--- config.mk ---
export PLATFORM = sky130hd
export DESIGN_NAME = ltre_cell_unit
export DESIGN_NICKNAME = d
export VERILOG_FILES = /design/src/hdl/ltre_pkg.sv /design/src/hdl/ltre_cell_unit.sv
export SDC_FILE = /design/constraint.sdc
export NUM_CORES = 1
export LEC_CHECK = 0
export ABC_AREA = 1
export BUFFER_PORTS_ARGS = -buffer_cell sky130_fd_sc_hd__buf_4
export CORE_MARGIN = 1
export CORE_UTILIZATION = 30
export DETAILED_ROUTE_END_ITERATION = 16
export PLACE_DENSITY_LB_ADDON = 0.1
export SLEW_MARGIN = 20
export SYNTH_ARGS = -nofsm -noshare
export SYNTH_HDL_FRONTEND = slang
export SYNTH_SLANG_ARGS = --single-unit
--- constraint.sdc ---
create_clock -name vclk -period 9.85
set_input_delay 1.97 -clock vclk [all_inputs]
set_output_delay 1.97 -clock vclk [all_outputs]
set_load 0.1 [all_outputs]
--- src/hdl/ltre_pkg.sv ---
`timescale 1ns / 1ps
// ----------------------------------------------------------------------------
// ltre_pkg
// Shared types, sizes and helpers of the trie row engine.
// ----------------------------------------------------------------------------
package ltre_pkg;

  localparam int MAX_QUERY = 16;
  localparam int MAX_DEPTH = 64;

  localparam int LETTER_W = 6;
  localparam int DEPTH_W  = 7;
  localparam int FREQ_W   = 32;
  localparam int VAL_W    = 7;
  localparam int QLEN_W   = 5;
  localparam int QWORD_W  = 64;
  localparam int QBYTE_W  = 8;
  localparam int CFG_IDX_W = 2;

  localparam logic [VAL_W-1:0] CELL_MAX = 7'd127;

  // cell counter reaches MAX_QUERY + 1 during prefetch
  localparam int CELL_W = $clog2(MAX_QUERY + 2);
  localparam int ROW_W  = (MAX_DEPTH > 1) ? $clog2(MAX_DEPTH) : 1;
  localparam int ADDR_W = ROW_W + CELL_W;
  localparam int LIDX_W = $clog2(2 * QWORD_W / QBYTE_W);

  typedef enum logic [CFG_IDX_W-1:0] {
    REG_QUERY_LENGTH  = 2'd0,
    REG_MAX_DISTANCE  = 2'd1,
    REG_QUERY_LETTERS0 = 2'd2,
    REG_QUERY_LETTERS1 = 2'd3
  } cfg_reg_t;

  typedef struct packed {
    logic first;   // cell 0 of the row
    logic hit;     // query letter equals node letter
  } cell_op_t;

  // row store index of a node depth: depth 0 acts as 1, deep nodes clamp
  function automatic logic [ROW_W-1:0] depth_idx(input logic [DEPTH_W-1:0] depth);
    logic [DEPTH_W:0] d;
    d = {1'b0, depth};
    if (d == '0) begin
      d = (DEPTH_W+1)'(1);
    end
    if (d > (DEPTH_W+1)'(MAX_DEPTH)) begin
      d = (DEPTH_W+1)'(MAX_DEPTH);
    end
    d = d - (DEPTH_W+1)'(1);
    return d[ROW_W-1:0];
  endfunction

  function automatic logic [CELL_W-1:0] sat_len(input logic [QLEN_W-1:0] qlen);
    logic [CELL_W-1:0] n;
    if ({1'b0, qlen} > (QLEN_W+1)'(MAX_QUERY)) begin
      n = CELL_W'(MAX_QUERY);
    end else begin
      n = CELL_W'(qlen);
    end
    return n;
  endfunction

endpackage

--- src/hdl/ltre_cell_unit.sv ---
`timescale 1ns / 1ps
// ----------------------------------------------------------------------------
// ltre_cell_unit
// One edit-distance cell: diagonal on a hit, else 1 + min of three (1 + up for cell 0), saturating.
// ----------------------------------------------------------------------------
module ltre_cell_unit (
  input  ltre_pkg::cell_op_t         op,
  input  logic [ltre_pkg::VAL_W-1:0] up,
  input  logic [ltre_pkg::VAL_W-1:0] left,
  input  logic [ltre_pkg::VAL_W-1:0] diag,
  output logic [ltre_pkg::VAL_W-1:0] cell_value
);

  logic [ltre_pkg::VAL_W-1:0] m;

  always_comb begin
    m = up;
    if (!op.first) begin
      if (left < m) begin
        m = left;
      end
      if (diag < m) begin
        m = diag;
      end
    end
    if (!op.first && op.hit) begin
      cell_value = diag;
    end else if (m >= ltre_pkg::CELL_MAX) begin
      cell_value = ltre_pkg::CELL_MAX;
    end else begin
      cell_value = m + ltre_pkg::VAL_W'(1);
    end
  end

endmodule

==> key figures, run 1 <==
Clock tree
  – Post-CTS Hold Buffers: 0
  – Post_cts resized: 0
  – # Post-CTS Setup Buffers: 0

Layout
  – Fillers: 361
  – Share of layout cells above drive strength 1: 23.1%
  – Layout Utilization: 40.9%
  – Final cell count without fillers: 269
  – CLK BUF: 0
  – Register Area: 0 um^2
  – P&R area growth vs syn: 27.4%
  – Final nets: 262
  – Ant diodes: 0
  – FF+latch count: 0

Timing
  – Final worst-path cycle share: 78.1%
  – Final setup viols: 0
  – Pins Over Slew Limit: 0
  – Slew at the pin closest to its max-slew limit: 384 ps
  – Final hold vios: 0
  – Slew headroom: 74.1%
  – RSZ-0062 raised after global routing: false
  – Final worst path period need: 7690 ps
  – Setup TNS: 0 ps
  – Fmax: 130 MHz

Place
  – I/O Buffers: 30
  – Post-DP HPWL: 2300 um
  – Routability cong.: 0.826
  – Inst Count DP: 269

Routing
  – Vias after detailed routing: 1180
  – TritonRoute pass-1 iters: 4
  – Post-Route WL: 2590 um
  – DR iter-0 viols: 36
  – Remaining antenna violation count: 0
  – Vias per inst: 4.39
  – Routed wire per std cell: 9.62 um
  – DRC: 0

Floorplan
  – Total core area: 0.00310 mm^2
  – DIE WIDTH: 59.6 um
  – Starting Density: 32.1%
  – Chip height: 59.6 um
  – I/O pins: 30
  – Num rows: 20
  – Die area: 0.00355 mm^2

Flow run
  – Max_cap viols: 0

Critical path
  – Critical path required time: 7880 ps
  – Crit path max fanout: 13
  – Setup crit start: up[6]
  – Crit path DAT: 5720 ps
  – Crit end category: output port
  – Setup CP Type: in -> out
  – Worst setup SP type: input pin

GRT
  – GRT overflow: 0
  – Largest net degree at the start of global routing: 14
  – Vias in the first global route: 1050
  – All-layer global routing usage: 15.6%
  – Antenna violations before repair: 0
  – First-pass GRT wire length: 4400 um

Power
  – Pwr per Cell Area: 110 mW/mm^2
  – P_leak: 0.788 nW
  – Worst VDD drop: 0.0619 mV

Logic synthesis
  – Sequential-to-total area share from yosys stat: 0%
  – Count of different cell masters after synthesis: 21
  – Mapped Nets: 232
  – Mapped Area: 996 um^2
  – Synth Area per Inst: 5.06 um^2
  – Yosys warns: 0
  – Post-Syn Instances: 197

Outcome
  – Status: completed

Worst hold path
  – Hold WC Path Type: in -> out
  – Worst Hold Launch: diag[6]
## cells by family after synthesis
| logic type | after synthesis | synth area share [%] |
|---|---|---|
| fa+ha+maj | 12 | 15.1 |
| xor+xnor | 3 | 2.64 |
| buf+inv | 44 | 16.6 |
| simple gates | 122 | 55.7 |
| compound gates | 16 | 10.1 |
## worst paths after layout
| kind | end | depth (start not counted) | slack, ps |
|---|---|---|---|
| worst max-delay path | cell_value[4] | 25 | 2160 |
| worst min-delay path | cell_value[6] | 4 | 4420 |
## cells in the final DEF, fill, tap and decap left out
master and n:
buf_4 30, nor2_1 29, nand3_1 19, a21oi_4 1
ha_1 12, nand3_2 4, xor2_1 3, a21oi_1 4
nand2_2 5, inv_2 4, o21bai_1 2, clkinv_1 1
o21ai_1 2, o21ai_0 6, o21ai_2 1, nand2_1 55
nand4_1 3, or2_2 1, nor2_4 2, inv_1 37
nor2_2 4
## cell usage after synthesis
cell type  instances  share of area, %
a21oi_4            1               1.6
or2_2              1              0.63
nand2_1           55                21
o21ai_1            2               1.0
o21bai_1           2               1.5
ha_1              12                15
clkinv_1           1              0.38
nand3_2            4               4.0
inv_1             37                14
nand4_1            3               1.9
o21ai_0            6               3.0
nand3_1           19               9.5
clkbuf_1           2              0.75
inv_2              4               1.5
a21oi_1            4               2.0
nor2_2             4               2.5
o21ai_2            1              0.88
nor2_1            29                11
nand2_2            5               3.1
xor2_1             3               2.6
nor2_4             2               2.3
## layer usage
layer	vias up	wire length (um)	track usage, %
li1	668	-	-
met1	492	1430	22.5
met2	18	1100	27.3
met3	2	44	0
met4	0	14	0.997
met5	-	0	0
## worst max-delay path: stages
cell and delay, ps:
buf_4 90, inv_1 40, ha_1 300, nand2_1 130, inv_2 60, a21oi_4 190
nand2_2 180, o21ai_0 370, inv_1 80, ha_1 300, a21oi_1 200, nor2_2 80
nor2_4 180, nand3_1 100, nand2_1 70, nor2_1 60, nor2_4 150, ha_1 210
nand3_1 100, nor2_2 160, nand3_1 140, nand3_2 120, nor2_1 60, nor2_1 90
buf_4 290
## power breakdown
part           leakage (nW)  switching [mW]  internal (mW)  total [mW]
clock network             0               0              0           0
registers                 0               0              0           0
logic                 0.788          0.0993         0.0401       0.139
total                 0.788          0.0993         0.0401       0.139
## layout make-up
type               count  area, um^2  share of cell area, %
inverters             42         158                   12.4
repair buffers        30         225                   17.8
well taps             44        55.1                   4.34
multi-input cells    153         831                   65.5
## through the flow
step / hold slack [ps] / setup WS, ps / power (mW) / instance area [um^2]
6_report: 4420 / 2160 / 0.139 / 1270
5_1_grt: 4430 / 1720 / 0.153 / 1270
4_1_cts: 4430 / 2160 / 0.140 / 1270
3_5_place_dp: 4430 / 2170 / 0.139 / 1270
3_3_place_gp: 4420 / 2190 / 0.140 / 1270
2_1_floorplan: 4380 / 1180 / 0.108 / 996
No activity file was read; power rests on OpenSTA's default activity.
==> run 2: changes to the inputs <==
Settings changed: ABC_AREA 1 to 0.
Clock period 9.85 ns to 6.7 ns, I/O delays scaled along.
==> run 2 against run 1 <==
Effect of this change:
- the flow now finishes with violations (setup timing)
- non-clock buffer count grew 38
- first-iteration DRC count grew 28%
- hold slack lost 1300 ps
- global-route usage grew 4.1 points
- routed wire length grew 30%
- via count grew 8.7%
- design area grew 49%
- total power grew to 2.7 times the previous value
==> key figures, run 2 <==
Timing
  – Setup TNS: -557 ps (-557 ps)
  – Final setup viols: 7 (+7)
  – Final worst-path cycle share: 101%
  – Min Hold Slack: 3170 ps (-1250 ps)
  – Fin worst setup slack: -98.8 ps (-2260 ps)
  – RSZ-0062 raised after global routing: true
  – Slew headroom: 40.2% (-34 points)
  – Pins Over Slew Limit: 0 (unchanged)
  – Final hold vios: 0 (unchanged)
  – Final worst path period need: 6800 ps
  – Slew at the pin closest to its max-slew limit: 897 ps (+513 ps)
  – Fmax: 147 MHz

Logic synthesis
  – Simple-gate share of the synthesized area: 26.4% (-29 points)
  – Mapped Nets: 176 (-24%)
  – Mapped Area: 950 um^2 (-4.6%)
  – Main area contributors after synthesis: ha_1 (16%), a21oi_1 (9.0%), nor2_1 (8.3%)
  – Sequential-to-total area share from yosys stat: 0% (unchanged)
  – Post-synthesis mux area share: 12.5% (+13 points)
  – Most common cell in the synthesized netlist: nor2_1
  – Synth Area per Inst: 6.74 um^2 (+33%)
  – Yosys warns: 0 (unchanged)
  – Largest family of logic cells by synthesized area: compound AO/OA/AOI/OAI gates
  – Post-Syn Instances: 141 (-28%)
  – Count of different cell masters after synthesis: 42 (+100%)
  – Synth top area share: 15.8% (-4.9 points)
  – Area leader, netlist: ha_1
  – Post-Synth Adder-Cell Area: 15.8% (+0.73 points)
  – Xor and xnor area share after synthesis: 1.84% (-0.79 points)
  – Synth Area in Compound Gates: 36.4% (+26 points)
  – Synth top cells by count: nor2_1 (21), a21oi_1 (17), ha_1 (12)

Routing
  – Post-Route WL: 3360 um (+30%)
  – TritonRoute pass-1 iters: 4 (unchanged)
  – Vias per inst: 5.19 (+18%)
  – Remaining antenna violation count: 0 (unchanged)
  – DR iter-0 viols: 46 (+28%)
  – Vias after detailed routing: 1283 (+8.7%)
  – Routed wire per std cell: 13.6 um (+42%)
  – DRC: 0 (unchanged)

Floorplan
  – Starting Density: 31.4% (-0.73 points)
  – DIE WIDTH: 58.3 um (-2.3%)
  – Die area: 0.00339 mm^2 (-4.5%)
  – I/O pins: 30 (unchanged)
  – Num rows: 20 (unchanged)
  – Chip height: 58.3 um (-2.3%)
  – Total core area: 0.00303 mm^2 (-2.4%)

Place
  – I/O Buffers: 30 (unchanged)
  – Post-DP HPWL: 2680 um (+16%)
  – Routability cong.: 0.783 (-5.2%)

GRT
  – Largest net degree at the start of global routing: 23 (+9)
  – Antenna violations before repair: 0 (unchanged)
  – GRT overflow: 0 (unchanged)
  – Vias in the first global route: 1277 (+22%)
  – All-layer global routing usage: 19.7% (+4.1 points)
  – First-pass GRT wire length: 5470 um (+24%)

Layout
  – P&R area growth vs syn: 98.6%
  – CLK BUF: 0 (unchanged)
  – Most frequent cells in the layout: buf_4 (54), nor2_1 (20), nand2_1 (9), a21oi_2 (8), buf_12 (8)
  – FF+latch count: 0 (unchanged)
  – Commonest non-fill, non-tap cell in the layout: buf_4
  – Share of layout cells above drive strength 1: 57.6% (+35 points)
  – Register Area: 0 um^2 (unchanged)
  – Fillers: 265 (-27%)
  – Final nets: 240 (-8.4%)
  – Ant diodes: 0 (unchanged)

Critical path
  – Worst setup SP type: input pin
  – Crit path max fanout: 6 (-7)
  – Setup CP Type: in -> out
  – Critical path required time: 5360 ps (-2520 ps)
  – Crit end category: output port
  – Crit path DAT: 5460 ps (-260 ps)

Outcome
  – Violated checks: setup timing
  – Status: finished with violations

Flow run
  – Max_cap viols: 0 (unchanged)

Power
  – P_leak: 0.811 nW (+2.9%)
  – Worst VDD drop: 0.0669 mV (+8.1%)
  – Pwr per Cell Area: 199 mW/mm^2 (+81%)
  – Total power: 0.375 mW (+170%)

Worst hold path
  – Worst Hold Launch: diag[6]
  – Hold path endpoint: cell_value[6]
  – Hold WC Path Type: in -> out
  – Worst Hold Depth: 4 (unchanged)
run 2: cell count changes after synthesis, moves of 5 or more:
| cell | previous run | this run |
|---|---|---|
| nand3_1 | 19 | 2 |
| nand2_2 | 5 | 0 |
| a21oi_1 | 4 | 17 |
| inv_1 | 37 | 9 |
| nor2_1 | 29 | 21 |
| mux2i_1 | 0 | 7 |
| nand2_1 | 55 | 9 |
| a31oi_1 | 0 | 6 |
run 2: timing repair:
action | in CTS | in global routing
hold buffers | 0 | 0
buffers inserted | 5 | 3
pin swaps | 11 | 10
endpoints found under the setup margin | 7 | 7
gates cloned | 1 | 0
gates resized for setup | 33 | 18
run 2: through the flow:
step / std cells / setup WS (ps) / utilization, % / instance area, um^2
detailed placement: 238 / -263 / 52.7 / 1600
floorplan: 141 / -319 / - / 1140
CTS: 244 / -92.8 / 59.1 / 1790
finish: 247 / -98.8 / 62.3 / 1890
global route: 247 / -236 / 62.3 / 1890
global placement: 238 / -185 / 52.7 / 1600
run 2: worst max path at each step:
stage           from       endpoint  slack, ps  cells after the start
5_1_grt        up[4]  cell_value[4]       -240                     22
6_report       up[4]  cell_value[2]       -100                     22
2_1_floorplan  up[4]  cell_value[2]       -320                     20
4_1_cts        up[4]  cell_value[3]        -90                     22
3_3_place_gp   up[4]  cell_value[2]       -190                     18
3_5_place_dp   up[4]  cell_value[2]       -260                     19
run 2: report_power, final:
group	switching (mW)	internal [mW]
sequential	0	0
combinational	0.205	0.170
clock	0	0
total	0.205	0.170
run 2: routing by layer:
metal  vias up  global-route usage [%]  part of all wire [%]
li1        654                       -                     -
met1       607                    24.1                    45
met2        22                    40.2                    54
met3         0                   0.223                   1.7
met4         0                       0                     0
met5         -                       0                     0
run 2: kinds of logic after synthesis:
logic type	count (synthesis)
and+or+nand+nor	52
buffers and inverters	16
xor gates and xnor gates	2
AOI/OAI and AO/OA	48
muxes	11
adders and majority gates	12
run 2: layout make-up:
| class | instances | area, um^2 | area share [%] |
|---|---|---|---|
| inverters | 10 | 46.3 | 2.46 |
| repair buffers | 68 | 627 | 33.2 |
| multi-input cells | 125 | 1160 | 61.4 |
| well taps | 44 | 55.1 | 2.92 |
run 2: worst max-delay path: stages:
cell and delay, ps:
buf_6 70, clkinvlp_4 90, ha_4 220, a21o_1 150
a221o_1 310, a41oi_2 210, buf_2 200, buf_6 110
a21oi_2 50, ha_1 320, a21oi_2 170, nor2b_2 70
or4_4 530, a31oi_4 280, or3_1 170, a21oi_2 50
a21oi_2 200, ha_4 200, o2111ai_4 120, buf_12 210
a31oi_4 180, buf_12 190
==> run 3: changes to the inputs <==
Settings changed: BUFFER_PORTS_ARGS -buffer_cell sky130_fd_sc_hd__buf_4 to -buffer_cell sky130_fd_sc_hd__buf_2, CORE_MARGIN 1 to default.
Clock period 6.7 ns to 6.2 ns, I/O delays scaled along.
==> run 3 against run 2 <==
Effect of this change:
- the flow still finishes with violations (setup timing)
- total power increased by 12%
- core utilization increased by 2.0 points
- design area rose by 3.3%
- hold slack worse by 180 ps
- count of clock-buffer cells in the layout unchanged
- non-clock buffer count grew 5
- cell count grew 2.0%
- global-route usage grew 2.1 points
- sequential share of layout area unchanged
- critical path type unchanged
- critical endpoint unchanged
- largest power group unchanged
==> key figures, run 3 (synthesized netlist as in run 2, its figures left out) <==
GRT
  – All-layer global routing usage: 21.8% (+2.1 points)
  – Largest net degree at the start of global routing: 23 (unchanged)
  – GRT overflow: 0 (unchanged)
  – Vias in the first global route: 1394 (+9.2%)
  – Antenna violations before repair: 0 (unchanged)
  – First-pass GRT wire length: 5930 um (+8.3%)

Place
  – Post-DP HPWL: 2720 um (+1.6%)
  – Place WS: -484 ps (-221 ps)
  – Post-Place Cell Area: 0.00168 mm^2 (+5.0%)
  – Routability cong.: 0.805 (+2.8%)
  – I/O Buffers: 30 (unchanged)

Timing
  – Fmax: 152 MHz
  – RSZ-0062 raised after global routing: true
  – Final worst-path cycle share: 106%
  – Min Hold Slack: 2990 ps (-180 ps)
  – Setup TNS: -2520 ps (-1970 ps)
  – Final hold vios: 0 (unchanged)
  – Final worst path period need: 6580 ps
  – Final setup viols: 7 (unchanged)
  – Slew headroom: 38.9% (-1.3 points)
  – Slew at the pin closest to its max-slew limit: 917 ps (+20.0 ps)
  – Pins Over Slew Limit: 0 (unchanged)
  – Fin worst setup slack: -383 ps (-284 ps)

Layout
  – CLK BUF: 0 (unchanged)
  – Final nets: 245 (+2.1%)
  – Most frequent cells in the layout: buf_4 (36), buf_2 (22), nor2_1 (19), nand2_1 (9), buf_12 (8)
  – Area of the multi-input gates: 0.00123 mm^2 (+6.4%)
  – Commonest non-fill, non-tap cell in the layout: buf_4
  – Register Area: 0 um^2 (unchanged)
  – Final instance area: 0.00195 mm^2 (+3.3%)
  – P&R area growth vs syn: 105%
  – Share of layout cells above drive strength 1: 62.5% (+4.9 points)
  – Fillers: 263 (-0.75%)
  – Ant diodes: 0 (unchanged)
  – FF+latch count: 0 (unchanged)

Floorplan
  – Starting Density: 31.4% (unchanged)
  – Total core area: 0.00303 mm^2 (unchanged)
  – I/O pins: 30 (unchanged)
  – Die area: 0.00339 mm^2 (unchanged)
  – DIE WIDTH: 58.3 um (unchanged)
  – Chip height: 58.3 um (unchanged)
  – Num rows: 20 (unchanged)

Routing
  – DRC: 0 (unchanged)
  – TritonRoute pass-1 iters: 4 (unchanged)
  – Vias per inst: 5.14 (-0.99%)
  – Vias after detailed routing: 1296 (+1.0%)
  – Routed wire per std cell: 13.7 um (+0.52%)
  – Remaining antenna violation count: 0 (unchanged)
  – Post-Route WL: 3450 um (+2.6%)
  – DR iter-0 viols: 23 (-50%)

Outcome
  – Status: finished with violations
  – Violated checks: setup timing

Critical path
  – Setup CP Type: in -> out
  – Buf/Inv on CP: 7 (+1)
  – CP dominant cell by count: a21oi_2
  – Slowest CP cell: or4_4
  – Worst setup SP type: input pin
  – Crit-path cells: buf_2, inv_2, ha_4, and2_4, a221o_1, a41oi_2, buf_6, buf_4, nor2_1, a21oi_2, ha_2, o21ai_4, a221oi_2, or4_4, a31oi_4, buf_6, nand2b_4, a21oi_2, a21oi_2, ha_4, o2111ai_4, buf_12, a31oi_4, buf_12
  – Crit path max fanout: 6 (unchanged)
  – Critical path's largest stage delay: 430 ps (-100 ps)
  – Cell family with most CP delay: compound AO/OA/AOI/OAI gates
  – Crit path DAT: 5340 ps (-120 ps)
  – Crit end category: output port
  – Critical path required time: 4960 ps (-400 ps)

Power
  – Worst VDD drop: 0.0843 mV (+26%)
  – Total power: 0.422 mW (+12%)
  – P_leak: 0.824 nW (+1.5%)
  – Pwr per Cell Area: 217 mW/mm^2 (+8.8%)

Worst hold path
  – Hold WC Path Type: in -> out

Clock tree
  – Post-CTS Hold Buffers: 0 (unchanged)

Flow run
  – Max_cap viols: 0 (unchanged)
## run 3: final timing paths
path	from	endpoint	slack (ps)	depth (start not counted)
setup / recovery	up[5]	cell_value[2]	-380	24
hold / removal	diag[6]	cell_value[6]	2990	4
## run 3: worst min-delay path, delay by kind of cell
| kind | cells | cell delay (ps) |
|---|---|---|
| simple gates | 1 | 70 |
| compound gates | 1 | 130 |
| buf+inv | 2 | 300 |
## run 3: metal layers
metal  up-vias  track usage (%)  wire length, um
met3         2            0.223               49
met1       613             25.3             1470
met5         -                0                0
met4         0             1.02                8
met2        18             45.8             1920
li1        663                -                -
## run 3: timing repair
item,CTS,global route
pin swaps,10,5
gates resized for setup,17,25
setup endpoints to repair,7,7
hold endpoints to repair,0,0
buffers inserted,8,1
## run 3: area by class of cell
cell class                 instances  area share [%]
tap                               44            2.83
multi-input combinational        125            63.2
timing repair buffer              73            31.8
inverter                          10            2.12
## run 3: stage by stage
stage / utilization, % / cells
after floorplan: - / 141
after global placement: 55.3 / 243
after detailed placement: 55.3 / 243
after CTS: 60.0 / 251
after global routing: 64.3 / 252
final: 64.3 / 252
## run 3: power breakdown
| group | switching [mW] | total [mW] | internal (mW) | leakage, nW |
|---|---|---|---|---|
| clock | 0 | 0 | 0 | 0 |
| sequential | 0 | 0 | 0 | 0 |
| combinational | 0.230 | 0.422 | 0.191 | 0.824 |
